==> config.mk <==
export PLATFORM = sky130hd
export DESIGN_NAME = grid_maze_dfs_solver
export DESIGN_NICKNAME = d
export VERILOG_FILES = /design/src/rtl/gmd_pkg.sv /design/src/rtl/grid_maze_dfs_solver.sv /design/src/rtl/gmd_flood.sv
export SDC_FILE = /design/constraint.sdc
export NUM_CORES = 1
export LEC_CHECK = 0
export BUFFER_PORTS_ARGS = -buffer_cell sky130_fd_sc_hd__buf_2
export CORE_UTILIZATION = 35
export CTS_CLUSTER_DIAMETER = 40
export DETAILED_ROUTE_END_ITERATION = 16
export PLACE_DENSITY = 0.6
export REMOVE_ABC_BUFFERS = 1
export SLEW_MARGIN = 10
export SYNTH_ARGS = -nofsm -noshare
export SYNTH_HDL_FRONTEND = slang
export SYNTH_SLANG_ARGS = --single-unit
==> constraint.sdc <==
create_clock -name clk -period 5 [get_ports clk]
set_input_delay 0.25 -clock clk [delete_from_list [all_inputs] [get_ports clk]]
set_output_delay 0.25 -clock clk [all_outputs]
set_load 0.005 [all_outputs]
==> src/rtl/gmd_pkg.sv <==
// Shared constants and types for the grid maze depth-first solver.
// No dependencies; imported by gmd_flood and grid_maze_dfs_solver.
package gmd_pkg;

  localparam int MAX_ROWS = 8;
  localparam int MAX_COLS = 8;
  localparam int NCELLS   = MAX_ROWS * MAX_COLS;
  localparam int ROW_W    = 3;
  localparam int COL_W    = 3;
  localparam int CELL_W   = ROW_W + COL_W;
  localparam int CFG_W    = 4;
  localparam int LEN_W    = 7;

  typedef struct packed {
    logic hit;   // target cell reached by the fill
    logic dead;  // fill stopped growing, whether or not it reached the target
  } gmd_flood_st_t;

endpackage

==> src/rtl/grid_maze_dfs_solver.sv <==
// Top level of the grid maze depth-first solver: sequencer, maze bitmap,
// path stack memory and APB-style configuration port. Uses gmd_pkg, gmd_flood.
//
// Usage: the in_ channel carries one beat per command. mode 0 writes one
// cell of the 8x8 maze bitmap and leaves the sequencer idle. mode 1 searches a
// path from cell (0,0) to the exit (rows_in_use-1, cols_in_use-1); up, left,
// right, down are tried in that order and a neighbor is entered only if the
// flood-fill unit finds the exit still reachable from it off the path.
// The out_ channel returns one beat per path cell, start to exit, with
// out_last on the exit cell; with no path a single beat has found clear.
// The flood-fill unit runs at most four floods per path cell, one for each
// open neighbor tried. Each result beat passes through the stack read, load
// and send states. in_ready is high only while the sequencer is idle.
// A stalled receiver holds the current result beat; no new input beat is
// accepted until the last result beat is taken. Reset makes every cell a wall
// and sets both grid size registers to 8; the path stack needs no clearing.
module grid_maze_dfs_solver import gmd_pkg::*; (
  input  logic              clk,
  input  logic              rst_n,
  input  logic              in_valid,
  output logic              in_ready,
  input  logic              in_mode,
  input  logic [ROW_W-1:0]  in_cell_row,
  input  logic [COL_W-1:0]  in_cell_col,
  input  logic              in_cell_open,
  output logic              out_valid,
  input  logic              out_ready,
  output logic              out_found,
  output logic [ROW_W-1:0]  out_step_row,
  output logic [COL_W-1:0]  out_step_col,
  output logic              out_last,
  input  logic              cfg_psel,
  input  logic              cfg_penable,
  input  logic              cfg_pwrite,
  input  logic [2:0]        cfg_paddr,
  input  logic [31:0]       cfg_pwdata,
  output logic [31:0]       cfg_prdata,
  output logic              cfg_pready
);

  localparam logic [2:0] S_IDLE  = 3'd0;
  localparam logic [2:0] S_TOP   = 3'd1;
  localparam logic [2:0] S_NBR   = 3'd2;
  localparam logic [2:0] S_FLOOD = 3'd3;
  localparam logic [2:0] S_RD    = 3'd4;
  localparam logic [2:0] S_LOAD  = 3'd5;
  localparam logic [2:0] S_SEND  = 3'd6;

  localparam logic [1:0] DIR_UP    = 2'd0;
  localparam logic [1:0] DIR_LEFT  = 2'd1;
  localparam logic [1:0] DIR_RIGHT = 2'd2;
  localparam logic [1:0] DIR_DOWN  = 2'd3;

  localparam logic MODE_WRITE = 1'b0;
  localparam logic REG_ROWS   = 1'b0;
  localparam logic REG_COLS   = 1'b1;

  logic [2:0]        state_r, state_nxt;
  logic [CFG_W-1:0]  rows_r, rows_nxt;
  logic [CFG_W-1:0]  cols_r, cols_nxt;
  logic [NCELLS-1:0] open_r, open_nxt;
  logic [NCELLS-1:0] path_r, path_nxt;
  logic [LEN_W-1:0]  len_r, len_nxt;
  logic [CELL_W-1:0] cur_r, cur_nxt;
  logic [CELL_W-1:0] nb_r, nb_nxt;
  logic [1:0]        dir_r, dir_nxt;
  logic [ROW_W-1:0]  exr_r, exr_nxt;
  logic [COL_W-1:0]  exc_r, exc_nxt;
  logic [CELL_W-1:0] rd_idx_r, rd_idx_nxt;
  logic              out_valid_r, out_valid_nxt;
  logic              out_found_r, out_found_nxt;
  logic [ROW_W-1:0]  out_row_r, out_row_nxt;
  logic [COL_W-1:0]  out_col_r, out_col_nxt;
  logic              out_last_r, out_last_nxt;

  logic [CELL_W-1:0] stk_mem [NCELLS];
  logic [CELL_W-1:0] stk_rd_r;
  logic              stk_we;
  logic [CELL_W-1:0] stk_wa;
  logic [CELL_W-1:0] stk_wd;

  logic [NCELLS-1:0] inb;
  logic [NCELLS-1:0] allowed;
  logic              cfg_wr;
  logic [ROW_W-1:0]  cr;
  logic [COL_W-1:0]  cc;
  logic [CELL_W-1:0] nb_cell;
  logic              nb_inb;
  logic              nb_ok;
  logic              flood_load;
  gmd_flood_st_t     flood_st;

  assign cfg_pready = 1'b1;
  assign cfg_wr     = cfg_psel && cfg_penable && cfg_pwrite && cfg_pready;
  assign cfg_prdata = (cfg_paddr[2] == REG_COLS) ? {28'd0, cols_r} : {28'd0, rows_r};

  assign in_ready     = (state_r == S_IDLE);
  assign out_valid    = out_valid_r;
  assign out_found    = out_found_r;
  assign out_step_row = out_row_r;
  assign out_step_col = out_col_r;
  assign out_last     = out_last_r;

  always_comb begin
    logic [CELL_W-1:0] ci;
    for (int i = 0; i < NCELLS; i++) begin
      ci     = CELL_W'(i);
      inb[i] = (ci[CELL_W-1:COL_W] <= exr_r) && (ci[COL_W-1:0] <= exc_r);
    end
  end

  assign allowed = open_r & ~path_r & inb;
  assign cr      = cur_r[CELL_W-1:COL_W];
  assign cc      = cur_r[COL_W-1:0];

  always_comb begin
    case (dir_r)
      DIR_UP: begin
        nb_inb  = (cr != '0);
        nb_cell = {cr - ROW_W'(1), cc};
      end
      DIR_LEFT: begin
        nb_inb  = (cc != '0);
        nb_cell = {cr, cc - COL_W'(1)};
      end
      DIR_RIGHT: begin
        nb_inb  = (cc < exc_r);
        nb_cell = {cr, cc + COL_W'(1)};
      end
      DIR_DOWN: begin
        nb_inb  = (cr < exr_r);
        nb_cell = {cr + ROW_W'(1), cc};
      end
      default: begin
        nb_inb  = 1'b0;
        nb_cell = cur_r;
      end
    endcase
    nb_ok = nb_inb && open_r[nb_cell] && !path_r[nb_cell];
  end

  gmd_flood u_flood (
    .clk     (clk),
    .load    (flood_load),
    .seed    (nb_cell),
    .allowed (allowed),
    .target  ({exr_r, exc_r}),
    .status  (flood_st)
  );

  always_comb begin
    state_nxt     = state_r;
    rows_nxt      = rows_r;
    cols_nxt      = cols_r;
    open_nxt      = open_r;
    path_nxt      = path_r;
    len_nxt       = len_r;
    cur_nxt       = cur_r;
    nb_nxt        = nb_r;
    dir_nxt       = dir_r;
    exr_nxt       = exr_r;
    exc_nxt       = exc_r;
    rd_idx_nxt    = rd_idx_r;
    out_valid_nxt = out_valid_r;
    out_found_nxt = out_found_r;
    out_row_nxt   = out_row_r;
    out_col_nxt   = out_col_r;
    out_last_nxt  = out_last_r;
    stk_we        = 1'b0;
    stk_wa        = len_r[CELL_W-1:0];
    stk_wd        = nb_r;
    flood_load    = 1'b0;

    if (cfg_wr) begin
      if (cfg_paddr[2] == REG_ROWS) begin
        rows_nxt = cfg_pwdata[CFG_W-1:0];
      end else begin
        cols_nxt = cfg_pwdata[CFG_W-1:0];
      end
    end

    case (state_r)
      S_IDLE: begin
        if (in_valid) begin
          if (in_mode == MODE_WRITE) begin
            open_nxt[{in_cell_row, in_cell_col}] = in_cell_open;
          end else begin
            if (rows_r == '0) begin
              exr_nxt = '0;
            end else if (rows_r > CFG_W'(MAX_ROWS)) begin
              exr_nxt = ROW_W'(MAX_ROWS - 1);
            end else begin
              exr_nxt = ROW_W'(rows_r - CFG_W'(1));
            end
            if (cols_r == '0) begin
              exc_nxt = '0;
            end else if (cols_r > CFG_W'(MAX_COLS)) begin
              exc_nxt = COL_W'(MAX_COLS - 1);
            end else begin
              exc_nxt = COL_W'(cols_r - CFG_W'(1));
            end
            path_nxt  = NCELLS'(1);
            len_nxt   = LEN_W'(1);
            cur_nxt   = '0;
            stk_we    = 1'b1;
            stk_wa    = '0;
            stk_wd    = '0;
            state_nxt = S_TOP;
          end
        end
      end
      S_TOP: begin
        if (cur_r == {exr_r, exc_r}) begin
          rd_idx_nxt = '0;
          state_nxt  = S_RD;
        end else begin
          dir_nxt   = DIR_UP;
          state_nxt = S_NBR;
        end
      end
      S_NBR: begin
        if (nb_ok) begin
          flood_load = 1'b1;
          nb_nxt     = nb_cell;
          state_nxt  = S_FLOOD;
        end else if (dir_r == DIR_DOWN) begin
          out_valid_nxt = 1'b1;
          out_found_nxt = 1'b0;
          out_row_nxt   = '0;
          out_col_nxt   = '0;
          out_last_nxt  = 1'b1;
          state_nxt     = S_SEND;
        end else begin
          dir_nxt = dir_r + 2'd1;
        end
      end
      S_FLOOD: begin
        if (flood_st.hit) begin
          stk_we           = 1'b1;
          path_nxt[nb_r]   = 1'b1;
          len_nxt          = len_r + LEN_W'(1);
          cur_nxt          = nb_r;
          state_nxt        = S_TOP;
        end else if (flood_st.dead) begin
          if (dir_r == DIR_DOWN) begin
            out_valid_nxt = 1'b1;
            out_found_nxt = 1'b0;
            out_row_nxt   = '0;
            out_col_nxt   = '0;
            out_last_nxt  = 1'b1;
            state_nxt     = S_SEND;
          end else begin
            dir_nxt   = dir_r + 2'd1;
            state_nxt = S_NBR;
          end
        end
      end
      S_RD: begin
        state_nxt = S_LOAD;
      end
      S_LOAD: begin
        out_valid_nxt = 1'b1;
        out_found_nxt = 1'b1;
        out_row_nxt   = stk_rd_r[CELL_W-1:COL_W];
        out_col_nxt   = stk_rd_r[COL_W-1:0];
        out_last_nxt  = (({1'b0, rd_idx_r}) + LEN_W'(1) == len_r);
        state_nxt     = S_SEND;
      end
      S_SEND: begin
        if (out_ready) begin
          out_valid_nxt = 1'b0;
          if (out_last_r) begin
            state_nxt = S_IDLE;
          end else begin
            rd_idx_nxt = rd_idx_r + CELL_W'(1);
            state_nxt  = S_RD;
          end
        end
      end
      default: begin
        state_nxt = S_IDLE;
      end
    endcase
  end

  always_ff @(posedge clk) begin
    if (stk_we) begin
      stk_mem[stk_wa] <= stk_wd;
    end
    stk_rd_r <= stk_mem[rd_idx_r];
  end

  always_ff @(posedge clk) begin
    if (!rst_n) begin
      state_r     <= S_IDLE;
      rows_r      <= CFG_W'(MAX_ROWS);
      cols_r      <= CFG_W'(MAX_COLS);
      open_r      <= '0;
      path_r      <= '0;
      len_r       <= '0;
      cur_r       <= '0;
      dir_r       <= DIR_UP;
      rd_idx_r    <= '0;
      out_valid_r <= 1'b0;
    end else begin
      state_r     <= state_nxt;
      rows_r      <= rows_nxt;
      cols_r      <= cols_nxt;
      open_r      <= open_nxt;
      path_r      <= path_nxt;
      len_r       <= len_nxt;
      cur_r       <= cur_nxt;
      dir_r       <= dir_nxt;
      rd_idx_r    <= rd_idx_nxt;
      out_valid_r <= out_valid_nxt;
    end
  end

  always_ff @(posedge clk) begin
    nb_r        <= nb_nxt;
    exr_r       <= exr_nxt;
    exc_r       <= exc_nxt;
    out_found_r <= out_found_nxt;
    out_row_r   <= out_row_nxt;
    out_col_r   <= out_col_nxt;
    out_last_r  <= out_last_nxt;
  end

  a_path_count: assert property (@(posedge clk) disable iff (!rst_n)
    $countones(path_r) == int'(len_r))
    else $error("path bitmap and path length disagree");

  a_cur_on_path: assert property (@(posedge clk) disable iff (!rst_n)
    (state_r != S_IDLE) |-> path_r[cur_r])
    else $error("current cell missing from path bitmap");

  a_no_overlap: assert property (@(posedge clk) disable iff (!rst_n)
    !(in_ready && out_valid))
    else $error("input accepted while a result beat is pending");

  a_fail_last: assert property (@(posedge clk) disable iff (!rst_n)
    (out_valid && !out_found) |-> out_last)
    else $error("no-path beat without last");

  a_push_grows: assert property (@(posedge clk) disable iff (!rst_n)
    (state_r == S_FLOOD && flood_st.hit) |=> (len_r == $past(len_r) + LEN_W'(1)))
    else $error("push did not extend the path");

endmodule

==> src/rtl/gmd_flood.sv <==
// Iterative flood-fill unit: grows a reach set by one cell step per cycle.
// Depends on gmd_pkg for grid geometry and the status struct.
module gmd_flood import gmd_pkg::*; (
  input  logic                clk,
  input  logic                load,
  input  logic [CELL_W-1:0]   seed,
  input  logic [NCELLS-1:0]   allowed,
  input  logic [CELL_W-1:0]   target,
  output gmd_flood_st_t       status
);

  logic [NCELLS-1:0] reach_r;
  logic [NCELLS-1:0] reach_nxt;
  logic [NCELLS-1:0] grown;
  logic [NCELLS-1:0] col_first;
  logic [NCELLS-1:0] col_last;

  always_comb begin
    for (int i = 0; i < NCELLS; i++) begin
      col_first[i] = ((i % MAX_COLS) == 0);
      col_last[i]  = ((i % MAX_COLS) == (MAX_COLS - 1));
    end
  end

  always_comb begin
    grown = (reach_r >> MAX_COLS) | (reach_r << MAX_COLS)
          | ((reach_r << 1) & ~col_first) | ((reach_r >> 1) & ~col_last);
    reach_nxt = reach_r | (grown & allowed);
  end

  always_ff @(posedge clk) begin
    if (load) begin
      reach_r <= NCELLS'(1) << seed;
    end else begin
      reach_r <= reach_nxt;
    end
  end

  assign status.hit  = reach_r[target];
  assign status.dead = (reach_nxt == reach_r);

endmodule

==> metrics <==
Routed WL 86.9 mm; fin util 41.4%; Clock Path Buffers 3; total track usage between 20% and 30%; Worst Clk Skew about 0.068 ns; remaining antenna violation count 0; Initial Util between 30% and 40%; commonest cells in the netlist edfxtp_1 (404), nor2_1 (236), dfxtp_1 (231); Int Pwr 10300 µW; post-synth top area share around two fifths; worst hold path depth 5; Hold EP state_r[1]; peak supply drop between 0.3 and 0.4 mV; # fillers 7491; total CTS buffers between 90 and 100; launching point of the worst reg2reg path dir_r[0]; Tmin final around 4.8 ns; Reg area 0.0168 mm²; Net Sw Frac approximately a quarter; Seq/Total Area, Yosys around 58%; DRT Pass-1 Iters 6; Residual DRC 0; Clk pin slew, worst setup/hold paths ~0.060 ns; die width between 200 and 300 µm; Synth Register Bits around 640; Post-synth ARST share 0%; CTS tree done; Synth Cell Area roughly 0.029 mm²; diode count 0; PwrDens 410 mW/mm²; routability cong. 0.955; CTS sink cnt between 600 and 700; initial antenna violation count 0; dominant synthesized flop cell edfxtp_1; FF-to-FF setup slack 0.24 ns; cell accounting for the most synthesized area edfxtp_1; vias in the first global route 19700; share of cells above drive strength 1 between 10% and 20%; worst min path class in -> reg; hpwl dp 59.6 mm; CP Data Required Time around 5.4 ns; Max Cap Viol 0; Yosys Warn Count 0; switching power around 3700 µW; GR Overflow Total 0; post-route insts no fill ~3600; cell count of the worst reg-to-reg path 11; hold path startpoint in_mode; Core Box Area approximately 0.082 mm²; I/O Buffers 33; RSZ-0062 raised after global routing false; Final setup viols 0; # H-tree levels 3; worst-margin pin slew roughly 1.2 ns; die area approximately 0.084 mm²; Clk pwr share around half; Skew-Pair Late Insertion Delay roughly 0.66 ns; fmax roughly 210 MHz; P_leak 0.0119 µW; synth unique cells between 80 and 90; routed vias between 20000 and 25000; dpl cells roughly 3400; Reg-to-Reg End out_step_col[2]; Die Ht slightly below 300 µm; critical path capture point type flop; hold_ws 0.0809 ns; Post CTS Setup Buffer Count 0; DR vias/cell 5.64; Worst Setup Start Kind flop; WL/cell about 24 µm; first-pass GRT wire length 130 mm; Post-synth EDFFs between 400 and 500; Crit Path Category reg -> reg; Data arrival, critical path between 5 and 6 ns; status completed; synth top area cells edfxtp_1 (42%), dfxtp_1 (16%), mux4_2 (11%), mux2i_1 (4.7%), nor2_1 (3.0%); fin nets about 2500; I/O pin count 93; area of the multi-input gates 0.0114 mm²; First DRT Iteration DRCs between 2000 and 2500; Reg power frac 42.0%; Syn Inst Count around 2300; Syn Area/Cell 12.6 µm²; Power Total roughly 14000 µW; Final period util 95.3%; pin count of the biggest net entering global routing between 60 and 70; instance area at placement 0.0307 mm²; endpoints failing hold 0; Area Growth Syn to Fin 17.1%; Slew HR ~23%; final instance area between 0.03 and 0.04 mm²; top-count cell post-synth edfxtp_1; Comb power frac a little under a tenth; root buf cell clkbuf_16; row cnt between 100 and 150; crit path max fanout 14; Pins Over Slew Limit 0
kinds of logic (layout without fill, tap and decap cells):
kind of cell	count (synthesis)	in the layout	synth area share (%)
muxes	282	282	16.0
AOI/OAI and AO/OA	252	252	5.72
adders and majority gates	16	16	0.741
and+or+nand+nor	880	880	15.7
xor gates and xnor gates	18	18	0.543
DFF	635	635	57.7
other	2	29	0.0258
buffers and inverters	229	373	3.67
placed cells by master (no fill, tap or decap), types with 8 or more instances in the layout:
cell type | synthesis | final
a2111oi_0 | 10 | 10
a21oi_1 | 95 | 95
a31oi_1 | 13 | 13
and2_1 | 14 | 8
and3_1 | 13 | 13
buf_2 | 17 | 33
buf_4 | 33 | 103
bufinv_16 | 0 | 12
clkbuf_1 | 93 | 8
clkbuf_16 | 0 | 93
clkinv_4 | 0 | 13
conb_1 | 2 | 29
dfxtp_1 | 231 | 227
edfxtp_1 | 404 | 404
ha_1 | 14 | 14
inv_1 | 57 | 57
inv_6 | 0 | 15
mux2i_1 | 135 | 135
mux4_2 | 145 | 145
nand2_1 | 132 | 131
nand2b_1 | 48 | 48
nand3_1 | 87 | 87
nand3b_1 | 8 | 8
nand4b_1 | 10 | 10
nor2_1 | 236 | 235
nor2b_1 | 106 | 106
nor3_1 | 76 | 75
nor4_1 | 72 | 72
o21ai_0 | 45 | 45
o22ai_1 | 11 | 11
or3_1 | 12 | 12
or4_1 | 12 | 12
xnor2_1 | 11 | 11
through the flow:
stage / worst slack, ns / TNS [ns]
5_1_grt: 0.125 / 0
3_5_place_dp: 0.368 / 0
2_1_floorplan: -0.811 / -7.06
6_report: 0.237 / 0
3_3_place_gp: 0.440 / 0
4_1_cts: 0.295 / 0
power groups by stage:
| stage | combinational (µW) | clock [µW] | sequential [µW] |
|---|---|---|---|
| floorplan | 709 | 0 | 5930 |
| global placement | 1230 | 0 | 5960 |
| detailed placement | 1250 | 0 | 5960 |
| CTS | 1260 | 6920 | 5850 |
| global route | 1380 | 7140 | 5870 |
| finish | 1290 | 6810 | 5860 |
flip-flops by register name, indices dropped and copies added, names as in the netlist, 4 cells and up:
register and flops:
u_flood.reach_r 64, nb_r 6, rows_r 4, rd_idx_r 6, cur_r 6, stk_rd_r 6, path_r 64, cols_r 4
open_r 64, stk_mem 384, len_r 7
critical path, cell delays in order (launching register included):
cell       delay (ns)
dfxtp_1          0.39
inv_1            0.11
ha_1             0.28
fa_1             0.62
and3b_1          0.40
or2_1            0.60
o21ai_0          0.21
and4_1           0.27
a2111oi_2        0.47
a32oi_4          0.28
a2111oi_2        0.59
buf_4            0.24
what timing repair did:
item | in CTS | in global routing
setup endpoints to repair | 0 | 6
hold endpoints to repair | 9 | 0
gates resized for setup | 0 | 1
hold buffers | 5 | 0
layer usage:
metal,GRT usage (%),vias up,part of all wire (%)
met5,0,-,0
met4,9.31,0,4.4
met3,3.71,191,7.4
met2,32.7,879,47
met1,27.3,10100,41
li1,-,8882,-
how the worst max path moves through the flow:
stage	end	depth (start not counted)	slack (ns)	from
floorplan	stk_rd_r[0]	3	-0.81	rd_idx_r[0]
global placement	out_step_row[0]	11	0.44	dir_r[0]
detailed placement	out_step_row[0]	11	0.37	dir_r[0]
finish	out_step_col[2]	11	0.24	dir_r[0]
global route	out_step_row[1]	11	0.13	dir_r[0]
CTS	out_step_row[1]	11	0.30	dir_r[0]
layout make-up:
cell class | instances | area share [%]
Inverter | 57 | 0.629
Clock inverter | 71 | 2.74
Multi-Input combinational cell | 1477 | 33.4
Clock buffer | 101 | 6.93
Timing Repair Buffer | 144 | 3.08
Sequential cell | 635 | 49.3
Tap cell | 1070 | 3.93
(Power assumes the default switching activity.)
